File: config.mk
export PLATFORM = sky130hd
export DESIGN_NAME = hce_color
export DESIGN_NICKNAME = d
export VERILOG_FILES = /design/src/rtl/hce_pkg.sv /design/src/rtl/hce_color.sv
export SDC_FILE = /design/constraint.sdc
export NUM_CORES = 2
export LEC_CHECK = 0
export CORE_ASPECT_RATIO = 0.7
export CORE_MARGIN = 2
export CORE_UTILIZATION = 45
export DETAILED_ROUTE_END_ITERATION = 16
export DONT_BUFFER_PORTS = 1
export GPL_ROUTABILITY_DRIVEN = 0
export PLACE_DENSITY = 0.63
export SLEW_MARGIN = 20
export SYNTH_ARGS = -nofsm -noshare
export SYNTH_HDL_FRONTEND = slang
export SYNTH_SLANG_ARGS = --single-unit
File: constraint.sdc
create_clock -name i_clk -period 14.7 [get_ports i_clk]
set_input_delay 2.94 -clock i_clk [delete_from_list [all_inputs] [get_ports i_clk]]
set_output_delay 2.94 -clock i_clk [all_outputs]
set_load 0.005 [all_outputs]
File: src/rtl/hce_pkg.sv
// ============================================================================
// HCL colormap evaluator package
// Shared constants, types and elaboration-time table generators.
// ============================================================================
package hce_pkg;

    localparam int POW_TABLE_BITS_DEF = 6;
    localparam int NSTG               = 10;

    localparam int HUE_LIMIT   = 23040;
    localparam int SECTOR      = 3840;
    localparam int HALF_SECTOR = 1920;
    localparam int Q15_ONE     = 32768;
    localparam int EXP_LINEAR  = 4096;
    // 15 * RECIP15 = 2^20 - 1.
    localparam int RECIP15     = 69905;

    typedef enum logic [2:0] {
        CFG_HUE_ZERO    = 3'd0,
        CFG_HUE_ONE     = 3'd1,
        CFG_CHROMA_ZERO = 3'd2,
        CFG_CHROMA_ONE  = 3'd3,
        CFG_LUMI_ZERO   = 3'd4,
        CFG_LUMI_ONE    = 3'd5,
        CFG_CHROMA_EXP  = 3'd6,
        CFG_LUMI_EXP    = 3'd7
    } t_cfg_idx;

    typedef enum logic [2:0] {
        SEC_RY = 3'd0,
        SEC_YG = 3'd1,
        SEC_GC = 3'd2,
        SEC_CB = 3'd3,
        SEC_BM = 3'd4,
        SEC_MR = 3'd5
    } t_sector;

    typedef struct packed {
        logic [14:0] hue_zero;
        logic [14:0] hue_one;
        logic [15:0] chroma_zero;
        logic [15:0] chroma_one;
        logic [15:0] lumi_zero;
        logic [15:0] lumi_one;
        logic [15:0] chroma_exp;
        logic [15:0] lumi_exp;
    } t_cfg;

    typedef struct packed {
        t_sector     sector;
        logic [11:0] sect_pos;
        logic        in_range;
        logic        last;
    } t_hue_tag;

    function automatic longint unsigned isqrt64(longint unsigned v_in);
        longint unsigned v;
        longint unsigned r;
        longint unsigned bt;
        v  = v_in;
        r  = 0;
        bt = 64'd1 << 62;
        while (bt > v) bt = bt >> 2;
        while (bt != 0) begin
            if (v >= r + bt) begin
                v = v - (r + bt);
                r = (r >> 1) + bt;
            end else begin
                r = r >> 1;
            end
            bt = bt >> 2;
        end
        return r;
    endfunction

    // log2(1 + i / 2^bits) in Q.16, by repeated squaring.
    function automatic longint unsigned log_sample(longint unsigned i, int bits);
        longint unsigned x;
        longint unsigned res;
        x   = (64'd1 << 30) + (i << (30 - bits));
        res = 0;
        if (x >= (64'd1 << 31)) begin
            res = 64'd65536;
            x   = x >> 1;
        end
        for (int b = 15; b >= 0; b--) begin
            x = (x * x) >> 30;
            if (x >= (64'd1 << 31)) begin
                x   = x >> 1;
                res = res | (64'd1 << b);
            end
        end
        return res;
    endfunction

    // 2^(-j / 2^bits) in Q0.30, as a product of successive square roots.
    function automatic longint unsigned exp_sample(longint unsigned j, int bits);
        longint unsigned roots [0:10];
        longint unsigned acc;
        for (int m = 0; m <= 10; m++) roots[m] = 0;
        roots[0] = 64'd1 << 29;
        for (int m = 1; m <= bits; m++) roots[m] = isqrt64(roots[m-1] << 30);
        acc = 64'd1 << 30;
        for (int k = 0; k <= bits; k++) begin
            if (((j >> k) & 64'd1) != 0) acc = (acc * roots[bits-k]) >> 30;
        end
        return acc;
    endfunction

endpackage

File: src/rtl/hce_color.sv
// ============================================================================
// Color unit
// Blends chroma and luminance, then converts hue sector to saturated RGB.
// ============================================================================
module hce_color import hce_pkg::*; (
    input  logic        i_clk,
    input  logic [4:0]  i_en,
    input  t_cfg        i_cfg,
    input  logic [16:0] i_chroma_pow,
    input  logic [16:0] i_lumi_pow,
    input  logic [11:0] i_dist,
    input  t_sector     i_sector,
    input  logic        i_in_range,
    output logic [15:0] o_red,
    output logic [15:0] o_green,
    output logic [15:0] o_blue
);

    function automatic logic [15:0] blend(logic [15:0] z, logic [15:0] o, logic [16:0] p);
        logic [15:0] zc;
        logic [15:0] oc;
        logic [33:0] s;
        zc = (z > 16'(Q15_ONE)) ? 16'(Q15_ONE) : z;
        oc = (o > 16'(Q15_ONE)) ? 16'(Q15_ONE) : o;
        s  = 34'(zc) * 34'(17'd65536 - p) + 34'(oc) * 34'(p) + 34'd32768;
        return s[31:16];
    endfunction

    function automatic logic [15:0] to_q16(logic [16:0] v);
        return v[16] ? 16'hFFFF : (v[15] ? 16'hFFFF : {v[14:0], 1'b0});
    endfunction

    // Stage 6: blended chroma and luminance.
    logic [15:0] r6_ch;
    logic [15:0] r6_lu;

    always_ff @(posedge i_clk) begin
        if (i_en[0]) begin
            r6_ch <= blend(i_cfg.chroma_zero, i_cfg.chroma_one, i_chroma_pow);
            r6_lu <= blend(i_cfg.lumi_zero, i_cfg.lumi_one, i_lumi_pow);
        end
    end

    // Stage 7: chroma scaled by luminance.
    logic [32:0] w7_prod;
    logic [15:0] r7_c;
    logic [15:0] r7_lu;

    assign w7_prod = 33'(r6_lu) * 33'(r6_ch) + 33'd16384;

    always_ff @(posedge i_clk) begin
        if (i_en[1]) begin
            r7_c  <= w7_prod[30:15];
            r7_lu <= r6_lu;
        end
    end

    // Stage 8: offset and the in-sector product.
    logic [15:0] r8_c;
    logic [15:0] r8_m;
    logic [27:0] r8_cw;

    always_ff @(posedge i_clk) begin
        if (i_en[2]) begin
            r8_c  <= r7_c;
            r8_m  <= r7_lu - r7_c;
            r8_cw <= 28'(r7_c) * 28'(i_dist) + 28'(HALF_SECTOR);
        end
    end

    // Stage 9: divide by 3840 as a shift by 256 and a reciprocal of 15.
    logic [19:0] w9_num;
    logic [36:0] w9_prod;
    logic [15:0] r9_c;
    logic [15:0] r9_m;
    logic [19:0] r9_num;
    logic [16:0] r9_q;

    assign w9_num  = r8_cw[27:8];
    assign w9_prod = 37'(w9_num) * 37'(RECIP15);

    always_ff @(posedge i_clk) begin
        if (i_en[3]) begin
            r9_c   <= r8_c;
            r9_m   <= r8_m;
            r9_num <= w9_num;
            r9_q   <= w9_prod[36:20];
        end
    end

    // Stage 10: quotient correction, channel select and saturation.
    logic [20:0] w10_rem;
    logic [15:0] w10_x;
    logic [15:0] w10_r;
    logic [15:0] w10_g;
    logic [15:0] w10_b;
    logic [15:0] r10_red;
    logic [15:0] r10_green;
    logic [15:0] r10_blue;

    always_comb begin
        w10_rem = 21'(r9_num) - ({r9_q, 4'd0} - 21'(r9_q));
        w10_x   = (w10_rem >= 21'd15) ? 16'(r9_q + 17'd1) : 16'(r9_q);
        w10_r   = '0;
        w10_g   = '0;
        w10_b   = '0;
        unique case (i_sector)
            SEC_RY: begin w10_r = r9_c;  w10_g = w10_x; end
            SEC_YG: begin w10_r = w10_x; w10_g = r9_c;  end
            SEC_GC: begin w10_g = r9_c;  w10_b = w10_x; end
            SEC_CB: begin w10_g = w10_x; w10_b = r9_c;  end
            SEC_BM: begin w10_r = w10_x; w10_b = r9_c;  end
            default: begin w10_r = r9_c; w10_b = w10_x; end
        endcase
    end

    always_ff @(posedge i_clk) begin
        if (i_en[4]) begin
            r10_red   <= i_in_range ? to_q16(17'(w10_r) + 17'(r9_m)) : 16'd0;
            r10_green <= i_in_range ? to_q16(17'(w10_g) + 17'(r9_m)) : 16'd0;
            r10_blue  <= i_in_range ? to_q16(17'(w10_b) + 17'(r9_m)) : 16'd0;
        end
    end

    assign o_red   = r10_red;
    assign o_green = r10_green;
    assign o_blue  = r10_blue;

endmodule

# Word level (Yosys, flattened, before mapping)
# Cells that the tools add are included.
# totals
register_bits,241
latch_bits,0
ramBits,0
mem_bits_ro,0
input_bits,182
n_memories,0
# op_classes
n_addsub,15
n_mul,7
div_mod_pow,0
order_cmp,5
eq_ne,4
shifts,0
n_mux,14
bitwise_logic,0
reduce_logical,7
# ops
op,n
2-to-1 mux 16 bit,11
one-hot mux 16 bit (2 select lines),3
adder 32 x 16 -> 32 bit (second input constant),2
adder 32 bit,2
> comparator 16 bit (second input constant),4
multiplier 16 x 17 -> 32 bit,2
multiplier 17 x 18 -> 32 bit,2
adder 16 x 16 -> 17 bit,3
multiplier 20 x 17 -> 37 bit (second input constant),1
subtractor 17 x 17 -> 18 bit (first input constant),2
adder 31 x 15 -> 31 bit (second input constant),1
multiplier 16 x 16 -> 31 bit,1
adder 28 x 11 -> 28 bit (second input constant),1
multiplier 16 x 12 -> 28 bit,1
greater-or-equal comparator 21 x 4 -> 1 bit (second input constant),1
subtractor 20 x 21 -> 21 bit,1
subtractor 21 x 17 -> 21 bit,1
adder 16 x 1 -> 16 bit (second input constant),1
subtractor 16 bit,1
OR reduction 2 bit,6
equality test 3 x 2 -> 1 bit (second input constant),2
equality test 3 x 1 -> 1 bit (second input constant),1
equality test 3 bit (second input constant),1
zero test 3 bit,1

# Longest topological paths before layout
# logic_depth
word_depth,8
ltp_mapped,36
depth_no_buf,35

# Worst setup path after synthesis
# No wires, ideal clock.
# synth_path
kind,in2reg
startpoint,input i_chroma_pow[0]
endpoint,"register r6_ch[15], data pin"
setup_ns,0.260
t_arrival_ns,11.264
required_ns,14.440
path_slack_ns,3.176
path_stages,33
cell_sequence,clkbuf_1 > inv_1 > clkbuf_1 > ha_1 > nand3b_1 > nor3_1 > xor2_1 > clkbuf_1 > nor2_1 > fa_1 > inv_1 > fa_1 > fa_1 > fa_1 > inv_1 > fa_1 > fa_1 > fa_1 > inv_1 > fa_1 > inv_1 > ha_1 > a21o_1 > a21o_1 > a211o_1 > a221oi_2 > o21ai_1 > o2111ai_1 > a21oi_1 > nor3_2 > a21oi_1 > a21oi_1 > xnor2_1
# synth_via
elab_chain_len,4
word_cells_on_any_way,5
cone_classes,add/sub: 3; mul: 2
# synth_rtl
item,line_no,rtl
from (decl),hce_color.sv:9,"input logic [16:0] i_chroma_pow,"
subtractor 17 x 17 -> 18 bit,hce_color.sv:25,s = 34'(zc) * 34'(17'd65536 - p) + 34'(oc) * 34'(p) + 34'd32768;
multiplier 17 x 18 -> 32 bit,hce_color.sv:25,
adder 32 bit *,hce_color.sv:25,
adder 32 x 16 -> 32 bit *,hce_color.sv:25,
to (signal assigned),hce_color.sv:39,"r6_ch <= blend(i_cfg.chroma_zero, i_cfg.chroma_one, i_chroma_pow);"
to (decl),hce_color.sv:34,logic [15:0] r6_ch;
# Every way passes the cells marked *; elsewhere a longest branch is shown, timed or not.
# A chain may end at the register's enable or synchronous reset.

# Worst setup path after layout
# layout_path
startpoint,input i_lumi_pow[0]
endpoint,"register r6_lu[15], data pin"
# layout_via
elab_chain_len,4
word_cells_on_any_way,5
cone_classes,add/sub: 3; mul: 2
# layout_rtl
item,line_no,rtl
from (decl),hce_color.sv:10,"input logic [16:0] i_lumi_pow,"
subtractor 17 x 17 -> 18 bit,hce_color.sv:25,
multiplier 17 x 18 -> 32 bit,hce_color.sv:25,
adder 32 bit *,hce_color.sv:25,
adder 32 x 16 -> 32 bit *,hce_color.sv:25,
to (signal assigned),hce_color.sv:40,"r6_lu <= blend(i_cfg.lumi_zero, i_cfg.lumi_one, i_lumi_pow);"
to (decl),hce_color.sv:35,logic [15:0] r6_lu;
# Marked as above.

==> results.json <==
{
  "grt_pass1_wl_mm": 281.1,
  "drc": 0,
  "max_slew_margin": 0.2314,
  "wl_per_cell_um": 19.13,
  "max_cap_violations": 0,
  "ios": 230,
  "cts_max_path_buffers": 3,
  "n_fill_cell": 14016,
  "cpMaxStageDelayCell": "a211oi_1",
  "h-tree-depth": 1,
  "first_iter_violations": 3320,
  "antenna_found_initial": 10,
  "post_cts_resized": 0,
  "worstPathArrival_ns": 12.78,
  "setup_violations": 0,
  "synth.avg_cell_area_um2": 9.309,
  "post_cts_buffers": 0,
  "synth_nets": 9561,
  "timing.final.crit_share": 0.8466,
  "netlist_area_um2": 67400,
  "ys_seq_elements": 233,
  "r2r-start": "r9_q[5]",
  "cp_max_fo": 24,
  "start_util": 0.4547,
  "die-height_um": 327.8,
  "grt.overflow.total": 0,
  "holdPathStages": 0,
  "cpPeakStageDelay_ns": 0.77,
  "synth.yosys.warnings": 0,
  "grt_usage": 0.2339,
  "ctsHoldBuffers": 0,
  "hold-path-endpoint": "r9_m[11]",
  "cts_root_buf": "clkbuf_16",
  "hold_violations": 0,
  "die_w_um": 466.6,
  "grt_max_degree": 70,
  "via_per_inst": 5.212,
  "grt_pass1_vias": 50351,
  "status": "finished clean",
  "reg2reg_depth": 26,
  "area_growth_pct": 4.316,
  "skew_ns": 0.01579,
  "fp-row-count": 118,
  "final_nets": 9402,
  "path_class": "primary input to register",
  "dieArea_um2": 152900,
  "crit_family": "adder cells",
  "ys.flop_type": "edfxtp_1",
  "drive_above_1_share": 0.02479,
  "clk_pin_slew_ns": 0.07,
  "detailed_place_hpwl_mm": 144.7,
  "hp-class": "register to register",
  "ant_nets": 0,
  "cts_buffers": 25,
  "worst_pin_slew_ns": 1.145,
  "clock_latency_ns": 0.60,
  "timing.critical_path.buf_inv": 7,
  "rsz0062_at_grt": "false",
  "portBuffers": 0,
  "syn-instance-count": 7240,
  "cp_data_required_time_ns": 15.03,
  "hp-start": "r8_m[11]",
  "reg2reg_to": "o_red[12]",
  "synth_enable_flop_cells": 233,
  "cp-end-kind": "register",
  "synth_async_sr_flop_share": 0,
  "ff2ff_setup_slack_ns": 6.90,
  "firstDrtPassIters": 8,
  "synth-seq-area-share": 0.1038,
  "tns_ns": 0,
  "wl_mm": 173.8,
  "cts_sinks": 233,
  "finalMaxSlewViolations": 0,
  "cp.depth": 33,
  "ys_types": 82,
  "timing.fmax_mhz": 80.35,
  "core-area_um2": 148200,
  "timing.final.crit_period_ns": 12.44,
  "vias": 47348,
  "worst_path_most_repeated_cell": "fa_1",
  "setup.worst_path.start": "i_lumi_pow[0]",
  "startpoint_type": "primary input",
  "tritoncts": "built"
}
## final cells by class
cell class / count / area (um^2) / share of cell area
multi-input combinational: 4934 / 52640 / 0.7488
sequential: 233 / 6997 / 0.09952
inverter: 1816 / 6817 / 0.09696
tap: 1980 / 2477 / 0.03524
clock buffer: 27 / 633.1 / 0.009005
timing repair buffer: 71 / 533.0 / 0.007581
clock inverter: 19 / 196.4 / 0.002794
antenna: 4 / 10.01 / 0.0001424
## worst max path at each step
| stage | end | slack, ns |
|---|---|---|
| final | r6_lu[15] | 2.26 |
| after floorplan | r6_ch[15] | 3.18 |
| after detailed placement | r6_lu[15] | 1.77 |
| after global routing | r6_lu[15] | 1.57 |
| after global placement | r6_lu[15] | 1.95 |
| after CTS | r6_lu[15] | 2.39 |
## registers in the layout, indices dropped and copies added, names as in the netlist
name / cells
r6_ch: 16
o_red: 16
r9_q: 17
r8_c: 16
r6_lu: 16
r7_c: 16
r7_lu: 16
o_green: 16
r8_cw: 20
o_blue: 16
r8_m: 16
r9_m: 16
r9_num: 20
r9_c: 16
## routing by layer
layer	vias up	GRT usage	share of wire	wire (um)
met5	-	0	0.00025	43
met4	6	0.03595	0.016	2834
met3	204	0.05703	0.10	17990
met1	24052	0.3567	0.47	81040
met2	1883	0.3415	0.41	71860
li1	21203	-	-	-
## worst reg2reg max path, delay by kind of cell, from the launching register on
| family | cells | cell delay, ns |
|---|---|---|
| adder cells (fa/ha/maj) | 3 | 1.42 |
| AND/OR/NAND/NOR | 6 | 1.35 |
| flip-flops | 1 | 0.54 |
| multiplexers | 1 | 0.49 |
| AO/OA/AOI/OAI | 13 | 3.34 |
| buffers and inverters | 3 | 0.38 |
## kinds of logic after synthesis
logic type | after synthesis | synth area share
mux | 9 | 0.001337
flops | 233 | 0.1038
buf+inv | 2073 | 0.1158
simple gates | 2079 | 0.1445
xor+xnor | 243 | 0.03169
fa+ha+maj | 2139 | 0.5559
compound gates | 464 | 0.04684
## cell usage in the layout (no fill, tap or decap), drive strengths merged, types with 6 or more instances in the layout
cell type	synthesis	routed
or2	19	19
or3	10	10
edfxtp	233	233
nand3	30	30
o2111ai	8	8
fa	1426	1426
xor2	64	64
buf	16	71
a21boi	11	11
nand3b	7	7
nand2b	23	23
o21bai	19	19
o31a	18	18
o21a	44	44
clkbuf	241	27
nand4	12	12
o31ai	6	6
and3	14	14
nor3b	6	6
mux2i	9	9
nor2b	73	73
clkinv	2	9
and2	510	510
or4	7	7
inv	1814	1821
a31oi	11	11
a211oi	17	17
a21o	47	47
nor3	34	34
nor4	28	28
ha	713	713
o211ai	18	18
xnor2	179	179
nor2	478	478
o21ai	106	106
nand2	825	825
a21oi	111	111
## cell usage after synthesis (7+ instances only)
master | number | area share
inv_1 | 1812 | 0.10
fa_1 | 1426 | 0.42
nand2_1 | 825 | 0.046
ha_1 | 713 | 0.13
and2_1 | 510 | 0.047
nor2_1 | 478 | 0.027
clkbuf_1 | 241 | 0.013
edfxtp_1 | 233 | 0.10
xnor2_1 | 178 | 0.023
a21oi_1 | 109 | 0.0081
o21ai_0 | 90 | 0.0067
nor2b_1 | 73 | 0.0068
xor2_1 | 64 | 0.0083
a21o_1 | 47 | 0.0052
o21a_1 | 44 | 0.0049
nor3_1 | 32 | 0.0024
nand3_1 | 30 | 0.0022
nor4_1 | 26 | 0.0024
nand2b_1 | 22 | 0.0020
o21bai_1 | 19 | 0.0021
or2_2 | 19 | 0.0018
o31a_1 | 18 | 0.0023
a211oi_1 | 17 | 0.0019
and3_1 | 14 | 0.0013
o21ai_1 | 13 | 0.00097
nand4_1 | 12 | 0.0011
a21boi_0 | 11 | 0.0012
a31oi_1 | 11 | 0.0010
o211ai_1 | 10 | 0.0011
mux2i_1 | 9 | 0.0013
or3_1 | 9 | 0.00084
buf_2 | 8 | 0.00059
o211ai_2 | 8 | 0.0015
nand3b_1 | 7 | 0.00078
or4_1 | 7 | 0.00078
## through the flow
stage               worst slack (ns)    util  cell area [um^2]  hold slack, ns  instances
finish                         2.255  0.4743             70300          0.4165       9084
detailed placement             1.771  0.4685             69440          0.4045       9034
CTS                            2.386  0.4741             70270          0.4194       9080
global placement               1.952  0.4685             69440          0.4015       9034
global route                   1.573  0.4743             70300          0.4240       9082
floorplan                      3.176       -             67400          0.4003       7240
Power is not shown: default switching activity piles up to over one toggle a cycle in this logic, so the estimate is an artifact.
