**src/rtl/hce_pkg.sv**
```systemverilog
// ============================================================================
// HCL colormap evaluator package
// Shared constants, types and elaboration-time table generators.
// ============================================================================
package hce_pkg;

    localparam int POW_TABLE_BITS_DEF = 6;
    localparam int NSTG               = 10;

    localparam int HUE_LIMIT   = 23040;
    localparam int SECTOR      = 3840;
    localparam int HALF_SECTOR = 1920;
    localparam int Q15_ONE     = 32768;
    localparam int EXP_LINEAR  = 4096;
    // 15 * RECIP15 = 2^20 - 1.
    localparam int RECIP15     = 69905;

    typedef enum logic [2:0] {
        CFG_HUE_ZERO    = 3'd0,
        CFG_HUE_ONE     = 3'd1,
        CFG_CHROMA_ZERO = 3'd2,
        CFG_CHROMA_ONE  = 3'd3,
        CFG_LUMI_ZERO   = 3'd4,
        CFG_LUMI_ONE    = 3'd5,
        CFG_CHROMA_EXP  = 3'd6,
        CFG_LUMI_EXP    = 3'd7
    } t_cfg_idx;

    typedef enum logic [2:0] {
        SEC_RY = 3'd0,
        SEC_YG = 3'd1,
        SEC_GC = 3'd2,
        SEC_CB = 3'd3,
        SEC_BM = 3'd4,
        SEC_MR = 3'd5
    } t_sector;

    typedef struct packed {
        logic [14:0] hue_zero;
        logic [14:0] hue_one;
        logic [15:0] chroma_zero;
        logic [15:0] chroma_one;
        logic [15:0] lumi_zero;
        logic [15:0] lumi_one;
        logic [15:0] chroma_exp;
        logic [15:0] lumi_exp;
    } t_cfg;

    typedef struct packed {
        t_sector     sector;
        logic [11:0] sect_pos;
        logic        in_range;
        logic        last;
    } t_hue_tag;

    function automatic longint unsigned isqrt64(longint unsigned v_in);
        longint unsigned v;
        longint unsigned r;
        longint unsigned bt;
        v  = v_in;
        r  = 0;
        bt = 64'd1 << 62;
        while (bt > v) bt = bt >> 2;
        while (bt != 0) begin
            if (v >= r + bt) begin
                v = v - (r + bt);
                r = (r >> 1) + bt;
            end else begin
                r = r >> 1;
            end
            bt = bt >> 2;
        end
        return r;
    endfunction

    // log2(1 + i / 2^bits) in Q.16, by repeated squaring.
    function automatic longint unsigned log_sample(longint unsigned i, int bits);
        longint unsigned x;
        longint unsigned res;
        x   = (64'd1 << 30) + (i << (30 - bits));
        res = 0;
        if (x >= (64'd1 << 31)) begin
            res = 64'd65536;
            x   = x >> 1;
        end
        for (int b = 15; b >= 0; b--) begin
            x = (x * x) >> 30;
            if (x >= (64'd1 << 31)) begin
                x   = x >> 1;
                res = res | (64'd1 << b);
            end
        end
        return res;
    endfunction

    // 2^(-j / 2^bits) in Q0.30, as a product of successive square roots.
    function automatic longint unsigned exp_sample(longint unsigned j, int bits);
        longint unsigned roots [0:10];
        longint unsigned acc;
        for (int m = 0; m <= 10; m++) roots[m] = 0;
        roots[0] = 64'd1 << 29;
        for (int m = 1; m <= bits; m++) roots[m] = isqrt64(roots[m-1] << 30);
        acc = 64'd1 << 30;
        for (int k = 0; k <= bits; k++) begin
            if (((j >> k) & 64'd1) != 0) acc = (acc * roots[bits-k]) >> 30;
        end
        return acc;
    endfunction

endpackage

```
**src/rtl/hce_power.sv**
```systemverilog
// ============================================================================
// Power unit
// Five-stage t^e in Q0.16 through table-interpolated log2 and exp2.
// ============================================================================
module hce_power import hce_pkg::*; #(
    parameter int POW_TABLE_BITS = POW_TABLE_BITS_DEF
) (
    input  logic        i_clk,
    input  logic [4:0]  i_en,
    input  logic [16:0] i_stop,
    input  logic [15:0] i_expo,
    output logic [16:0] o_pow
);

    localparam int SH   = 16 - POW_TABLE_BITS;
    localparam int NENT = (1 << POW_TABLE_BITS) + 1;
    localparam int IW   = POW_TABLE_BITS;

    logic [16:0] w_log_tab [NENT];
    logic [30:0] w_exp_tab [NENT];

    for (genvar g = 0; g < NENT; g++) begin : g_tab
        localparam logic [16:0] LV = 17'(log_sample(g, POW_TABLE_BITS));
        localparam logic [30:0] EV = 31'(exp_sample(g, POW_TABLE_BITS));
        assign w_log_tab[g] = LV;
        assign w_exp_tab[g] = EV;
    end

    // Stage 1: special cases and normalization.
    logic [3:0]  w_k;
    logic [31:0] w_norm;
    logic        n1_sp;
    logic [16:0] n1_spv;
    logic        r1_sp;
    logic [16:0] r1_spv;
    logic [4:0]  r1_nk;
    logic [15:0] r1_f;

    always_comb begin
        w_k = '0;
        for (int b = 0; b < 16; b++) begin
            if (i_stop[b]) w_k = 4'(b);
        end
        w_norm = {16'd0, i_stop[15:0]} << (5'd16 - {1'b0, w_k});
        n1_sp  = 1'b1;
        n1_spv = 17'd65536;
        if (i_expo == 16'(EXP_LINEAR)) begin
            n1_spv = i_stop;
        end else if (i_expo == 16'd0) begin
            n1_spv = 17'd65536;
        end else if (i_stop == 17'd0) begin
            n1_spv = 17'd0;
        end else if (i_stop[16]) begin
            n1_spv = 17'd65536;
        end else begin
            n1_sp = 1'b0;
        end
    end

    always_ff @(posedge i_clk) begin
        if (i_en[0]) begin
            r1_sp  <= n1_sp;
            r1_spv <= n1_spv;
            r1_nk  <= 5'd16 - {1'b0, w_k};
            r1_f   <= w_norm[15:0];
        end
    end

    // Stage 2: -log2 t.
    logic [IW-1:0] w2_i;
    logic [SH-1:0] w2_rem;
    logic [16:0]   w2_a;
    logic [16:0]   w2_b;
    logic [16:0]   w2_diff;
    logic [16+SH:0] w2_prod;
    logic [16:0]   w2_lf;
    logic          r2_sp;
    logic [16:0]   r2_spv;
    logic [20:0]   r2_l;

    always_comb begin
        w2_i    = r1_f[15:SH];
        w2_rem  = r1_f[SH-1:0];
        w2_a    = w_log_tab[w2_i];
        w2_b    = w_log_tab[(IW+1)'(w2_i) + (IW+1)'(1)];
        w2_diff = w2_b - w2_a;
        w2_prod = (17+SH)'(w2_diff) * (17+SH)'(w2_rem);
        w2_lf   = w2_a + 17'(w2_prod >> SH);
    end

    always_ff @(posedge i_clk) begin
        if (i_en[1]) begin
            r2_sp  <= r1_sp;
            r2_spv <= r1_spv;
            r2_l   <= {r1_nk, 16'd0} - 21'(w2_lf);
        end
    end

    // Stage 3: scale by the exponent.
    logic [37:0] w3_prod;
    logic [24:0] w3_d;
    logic        r3_sp;
    logic [16:0] r3_spv;
    logic        r3_zero;
    logic [4:0]  r3_n;
    logic [15:0] r3_g;

    always_comb begin
        w3_prod = 38'(r2_l) * 38'(i_expo) + 38'd2048;
        w3_d    = w3_prod[36:12];
    end

    always_ff @(posedge i_clk) begin
        if (i_en[2]) begin
            r3_sp   <= r2_sp;
            r3_spv  <= r2_spv;
            r3_zero <= (w3_d[24:16] >= 9'd17);
            r3_n    <= w3_d[20:16];
            r3_g    <= w3_d[15:0];
        end
    end

    // Stage 4: exp2 of the fraction.
    logic [IW-1:0] w4_i;
    logic [SH-1:0] w4_rem;
    logic [30:0]   w4_a;
    logic [30:0]   w4_b;
    logic [25:0]   w4_diff;
    logic [25+SH:0] w4_prod;
    logic          r4_sp;
    logic [16:0]   r4_spv;
    logic          r4_zero;
    logic [4:0]    r4_n;
    logic [30:0]   r4_val;

    always_comb begin
        w4_i    = r3_g[15:SH];
        w4_rem  = r3_g[SH-1:0];
        w4_a    = w_exp_tab[w4_i];
        w4_b    = w_exp_tab[(IW+1)'(w4_i) + (IW+1)'(1)];
        w4_diff = 26'(w4_a - w4_b);
        w4_prod = (26+SH)'(w4_diff) * (26+SH)'(w4_rem);
    end

    always_ff @(posedge i_clk) begin
        if (i_en[3]) begin
            r4_sp   <= r3_sp;
            r4_spv  <= r3_spv;
            r4_zero <= r3_zero;
            r4_n    <= r3_n;
            r4_val  <= w4_a - 31'(w4_prod >> SH);
        end
    end

    // Stage 5: integer shift with rounding.
    logic [31:0] w5_rnd;
    logic [16:0] n5_pow;
    logic [16:0] r5_pow;

    always_comb begin
        w5_rnd = 32'(r4_val) + (32'd1 << (6'd13 + 6'(r4_n)));
        n5_pow = 17'(w5_rnd >> (6'd14 + 6'(r4_n)));
        if (r4_sp) begin
            n5_pow = r4_spv;
        end else if (r4_zero) begin
            n5_pow = 17'd0;
        end
    end

    always_ff @(posedge i_clk) begin
        if (i_en[4]) r5_pow <= n5_pow;
    end

    assign o_pow = r5_pow;

endmodule

```
**config.mk**
```make
export PLATFORM = sky130hd
export DESIGN_NAME = hce_power
export DESIGN_NICKNAME = d
export VERILOG_FILES = /design/src/rtl/hce_pkg.sv /design/src/rtl/hce_power.sv
export SDC_FILE = /design/constraint.sdc
export NUM_CORES = 2
export LEC_CHECK = 0
export BUFFER_PORTS_ARGS = -buffer_cell sky130_fd_sc_hd__buf_2
export CORE_MARGIN = 5
export CORE_UTILIZATION = 50
export DETAILED_ROUTE_END_ITERATION = 6
export HOLD_SLACK_MARGIN = 0.02
export PLACE_DENSITY = 0.66
export SLEW_MARGIN = 30
export SYNTH_ARGS = -nofsm -noshare
export SYNTH_HDL_FRONTEND = slang
export SYNTH_SLANG_ARGS = --single-unit
```
**constraint.sdc**
```tcl
create_clock -name i_clk -period 39.9 [get_ports i_clk]
set_clock_uncertainty 0.2 [all_clocks]
set_input_delay 3.99 -clock i_clk [delete_from_list [all_inputs] [get_ports i_clk]]
set_output_delay 3.99 -clock i_clk [all_outputs]
set_load 0.02 [all_outputs]
```
* Yosys cells after proc, flatten, opt, wreduce, memory -nomap -nowiden *
Memories as Yosys holds them, arrays and structs flattened.
Index checks and enable logic that the tools add are counted.

word-level totals
  word-level logic and storage cells = 82
  ROM bits = 12,288
  bits in registers = 190
  RAM bits = 0
  latch bits = 0
  output and inout bits = 17
  memories = 4
  bits of input ports = 39

memories
  name             depth  width  read ports  clocked after Yosys merged registers in  write ports  line              text
  (no name shown)  128    31     1           0                                        0            hce_power.sv:140  w4_b = w_exp_tab[(IW+1)'(w4_i) + (IW+1)'(1)];
  (no name shown)  128    31     1           0                                        0            hce_power.sv:139  w4_a = w_exp_tab[w4_i];
  (no name shown)  128    17     1           0                                        0            hce_power.sv:85   w2_b = w_log_tab[(IW+1)'(w2_i) + (IW+1)'(1)];
  (no name shown)  128    17     1           0                                        0            hce_power.sv:84   w2_a = w_log_tab[w2_i];

cells by class
  add/sub/neg operators = 12
  bitwise gates (word level) = 4
  reductions and logical operators = 3
  div/mod/pow operators = 0
  mux-type cells = 29
  eq/ne operators = 1
  shift-type cells = 3
  $mul = 3
  order comparisons = 5

operator list
  cell                                                                    number
  17-bit two-way mux                                                      9
  31-bit two-way mux                                                      2
  26-bit two-way mux                                                      2
  4-bit two-way mux                                                       12
  37-bit by 12-bit adder with 37-bit output (second input constant)       1
  21-bit by 16-bit multiplier with 37-bit output                          1
  26-bit by 10-bit multiplier with 36-bit output                          1
  31-bit by 32-bit adder with 32-bit output                               1
  1-bit by 6-bit left shift with 32-bit output (first input constant)     1
  32-bit by 6-bit >> shifter with 17-bit output                           1
  31-bit by 26-bit subtractor with 31-bit output                          1
  17-bit by 10-bit multiplier with 27-bit output                          1
  26-bit subtractor                                                       1
  21-bit by 17-bit subtractor with 21-bit output                          1
  17-bit adder                                                            1
  17-bit logical NOT                                                      1
  17-bit subtractor                                                       1
  16-bit by 13-bit == test with 1-bit output (second input constant)      1
  7-bit by 8-bit >= comparator with 1-bit output (second input constant)  2
  8-bit >= comparator (second input constant)                             2
  16-bit logical NOT                                                      1
  7-bit NOT with 8-bit output                                             2
  16-bit by 5-bit left shift with 16-bit output                           1
  6-bit by 1-bit adder with 7-bit output (second input constant)          2
  7 further kinds                                                         11

* Depth between registers and ports, before layout *
  word-level depth = 17
  gate-level depth with buffers = 59
  depth with buffers taken out = 56

* Worst setup path after synthesis *
Ideal clock, no wire load.

  kind = register -> register
  from = register r3_g[12]
  to = register r4_val[29], data pin
  data required time = 39,435 ps
  buffers on the path = 7
  data arrival time = 12,219 ps
  cell stages (with the launch flop) = 54
  library setup time = 265 ps
  path slack = 27,216 ps
  period minus slack after synthesis = 12,684 ps
  cell sequence = edfxtp_1 buf_2 inv_2 clkbuf_1 buf_1 ha_1 clkbuf_1 clkbuf_1 clkbuf_1 buf_1 a31oi_1 o32ai_1 o21ai_0 ha_1 nor2b_1 o21ai_1 a21boi_1 o21ai_1 (+18 left out) a21oi_1 o21bai_1 a21oi_1 nor3b_1 a211oi_1 o221a_2 o41a_1 and4b_1 nor3_1 ha_1 a21o_1 a21o_1 or3_1 a211oi_1 o31ai_1 o21ai_1 nand3_1 mux2i_1

on the way
  cells in the longest elaborated chain, start to end = 8
  elaborated cells between the ends (all ways) = 12
  those cells by class = add/sub (3); mul (1); mux (4); bitwise (2); memory (2)

ends and longest elaborated chain
  item                                                    line              text
  start: declaration                                      hce_power.sv:106  logic [15:0] r3_g;
  start signal: assignment                                hce_power.sv:119  r3_g <= w3_d[15:0];
  6-bit by 1-bit adder with 7-bit output                  hce_power.sv:140
  7-bit NOT with 8-bit output (not written as such)       hce_power.sv:140
  memory read 128 x 31 bit                                n/a
  26-bit two-way mux (not written as such) (2 in series)  hce_power.sv:140
  26-bit subtractor                                       hce_power.sv:141  w4_diff = 26'(w4_a - w4_b);
  26-bit by 10-bit multiplier with 36-bit output          hce_power.sv:142  w4_prod = (26+SH)'(w4_diff) * (26+SH)'(w4_rem);
  31-bit by 26-bit subtractor with 31-bit output *        hce_power.sv:151  r4_val <= w4_a - 31'(w4_prod >> SH);
  end signal: assignment                                  hce_power.sv:151
  end: declaration                                        hce_power.sv:134  logic [30:0] r4_val;

Every way passes the cells marked *; elsewhere a longest branch is shown, timed or not. The select of a mux whose other input is x is not followed.
A chain may end at the register's enable or synchronous reset.

* Worst setup path in the final report *
  from = register r3_g[11]
  to = register r4_val[29], data pin

Same word-level chain as after synthesis.

==> key figures <==
Critical path
  – CP peak stage delay: 0.91 ns
  – Crit path buf inv count: 8
  – Setup crit start: r3_g[11]
  – Top cell family by delay on the critical path: adder cells
  – Setup slack, reg-to-reg: 24.61 ns
  – Crit. path cell count: 52
  – Req. time, crit path: 39.91 ns
  – Critical Path End Type: flip-flop
  – Startpoint Class: flip-flop
  – RR Endpoint: r4_val[29]
  – Reg2Reg Depth: 52
  – CP dominant cell by count: fa_1
  – Setup crit end: r4_val[29]
  – WS Path Type: flip-flop to flip-flop
  – Crit path arrival time: 15.30 ns
  – Worst R2R Start: r3_g[11]
  – Slowest-stage cell, CP: clkinv_1
  – Crit Path Max Fanout: 38

STA
  – Fin crit share: 0.383
  – Min Tclk post-route: 15.29 ns
  – Final Hold Fails: 0
  – Hold slack: 0.218 ns
  – F_max: 65.4 MHz
  – RSZ-0062 raised after global routing: no
  – TNS Setup: 0 ns
  – Tightest Pin Transition: 1.08 ns
  – Max_slew headroom: 0.278
  – Final Setup Violations: 0
  – Slew Limit Fails: 0

Routing
  – Drt drc: 0
  – First drt pass iteration count: 6
  – Vias post-DR: 41,000
  – Routed len/inst: 21.7 um
  – WL final: 144,000 um
  – Detail Route Antenna Nets: 0
  – DR vias/cell: 6.18
  – 1st-iter DRT viols: 4,168

Run status
  – Status: complete, no violations

Clock tree
  – Total clock sinks: 189
  – Clock Tree Buf Depth: 2
  – CTS tree: done
  – Post-CTS setup buffers: 0
  – Clock Tree Root: clkbuf_16
  – Clk Latency, worst-skew pair: 0.48 ns
  – Htree depth: 4
  – CTS Buf Count: 17
  – CTS clk-pin slew, worst paths: 0.08 ns
  – Hold bufs inserted after CTS: 0
  – CTS resizes: 0

Logic synthesis
  – Post-Synth Adder-Cell Area: 0.361
  – Synthesized area: 46,000 sq um
  – Post-synth cell types: 103
  – Post-Synth Simple-Gate Area: 0.202
  – YS warnings: 0
  – Compound-Gate Fraction of Synth Area: 0.173
  – Largest family of logic cells by synthesized area: adder cells
  – Leading area contributor after synthesis: fa_1
  – #FFs+latches synth: 189
  – Synth Area in XOR/XNOR: 0.0350
  – Ys async rst share: 0
  – Synthesized netlist cell count: 5,618
  – Syn Area/Cell: 8.19 sq um
  – Ys flop type: edfxtp_1
  – Number of flops mapped to enable cells by yosys: 189
  – Mux cell area share after synthesis: 0.0181
  – Synth area leaders: fa_1 (25%), edfxtp_1 (12%), ha_1 (11%)
  – Synth top area share: 0.250
  – Sequential area share after synthesis: 0.123

Min path
  – HP Class: flip-flop to flip-flop

Placement
  – PortBufs: 55
  – Placer Congestion: 0.992
  – DP HPWL: 107,000 um
  – Area of placed instances: 47,200 sq um

Floorplanning
  – I/O pin count: 56
  – Core area: 91,500 sq um
  – Die Width: 313 um
  – Initial Utilization: 0.502
  – Row count: 111
  – Die Y: 313 um
  – Die Area: 98,100 sq um

Job
  – MaxCap Viol Count: 0

Finish
  – NumNets Final: 6,457
  – Finished Cell Area: 47,900 sq um
  – Area Overhead vs Synth: 4.07%
  – Final Util: 0.523
  – # fillers: 8,705
  – Share of layout cells above drive strength 1: 0.0530

GRT
  – Number of global-route vias before repair: 40,500
  – Total track usage: 0.288
  – First-pass GRT wire length: 228,000 um
  – Antenna violations before repair: 5
  – Pin count of the biggest net entering global routing: 78
  – Global route overflow: 0
## cell usage after synthesis (12+ instances only)
cell and instances:
a311oi_1 27, ha_1 409, a221oi_1 16, a22oi_1 14
edfxtp_1 189, clkbuf_1 300, nand3_1 186, nor2_1 309
nor2b_1 41, nor4_1 15, xor2_1 65, o22ai_1 29
nand4_1 30, nand2_1 709, a31oi_1 78, o311ai_0 15
and2_1 326, o221ai_1 21, a21o_1 64, a211o_1 15
or3_1 27, o21ai_1 18, or2_2 12, o21bai_1 24
buf_1 45, o21a_1 25, fa_1 574, and3_1 47
a2111oi_0 14, a21oi_1 305, inv_1 695, o31ai_1 14
nand2b_1 28, a211oi_1 75, mux4_2 20, xnor2_1 117
o211ai_1 83, buf_2 14, nor3_1 102, mux2i_1 26
o21ai_0 272
## area by class of cell
cell class                 instances  area, sq um  area share
clock inverter                    15          179     0.00374
sequential                       189         5680       0.119
tap                             1186         1480      0.0310
antenna                            3         7.51    0.000157
multi-input combinational       4369        36500       0.762
inverter                         712         2670      0.0558
clock buffer                      17          425     0.00889
timing repair buffer             146          966      0.0202
## how the worst min path moves through the flow
stage / from / to / depth (start not counted)
6_report: r3_spv[7] / r4_spv[7] / 0
5_1_grt: r1_spv[4] / r2_spv[4] / 0
4_1_cts: r3_spv[7] / r4_spv[7] / 0
3_5_place_dp: r1_spv[2] / r2_spv[2] / 0
3_3_place_gp: r1_spv[5] / r2_spv[5] / 0
2_1_floorplan: r1_sp / r2_sp / 0
## routing by layer
| layer | global-route usage | vias up | wire length (um) |
|---|---|---|---|
| met1 | 0.388 | 20100 | 59200 |
| met2 | 0.475 | 1946 | 67600 |
| met3 | 0.0448 | 338 | 11600 |
| li1 | - | 18700 | - |
| met4 | 0.101 | 2 | 5340 |
| met5 | 0 | - | 7 |
## flip-flops by register name, indices dropped and copies added (netlist names), 16 cells and up
| signal | flops |
|---|---|
| r1_spv | 17 |
| r4_val | 30 |
| r4_spv | 17 |
| r2_spv | 17 |
| r3_g | 16 |
| r2_l | 21 |
| o_pow | 17 |
| r1_f | 16 |
| r3_spv | 17 |
## cell families after synthesis
logic type	after synthesis
xor gates and xnor gates	183
and+or+nand+nor	1912
buffers and inverters	1071
AOI/OAI and AO/OA	1222
adders and majority gates	983
other	1
muxes	57
DFF	189
## worst register-to-register path, delay by kind of cell (launching register included)
kind	cells	cell delay, ns
buf+inv	8	2.07
mux	1	0.14
xor+xnor	1	0.72
compound gates	20	4.23
flops	1	0.32
fa+ha+maj	11	4.84
simple gates	11	2.52
## metrics by stage
step	setup slack (ns)	instances
after CTS	24.81	6634
final	24.61	6637
after global routing	23.85	6636
after floorplan	27.22	5629
after global placement	24.96	6602
after detailed placement	24.86	6602
## cell usage in the layout (no fill, tap or decap), drive strengths merged, types with 186 or more instances in the layout
cell type and instances:
and2 326, a21oi 309, fa 574, o21ai 291, nor2 310, edfxtp 189, nand3 186, ha 409
nand2 709, inv 707
Power is not shown: default switching activity piles up to over one toggle a cycle in this logic, so the estimate is an artifact.
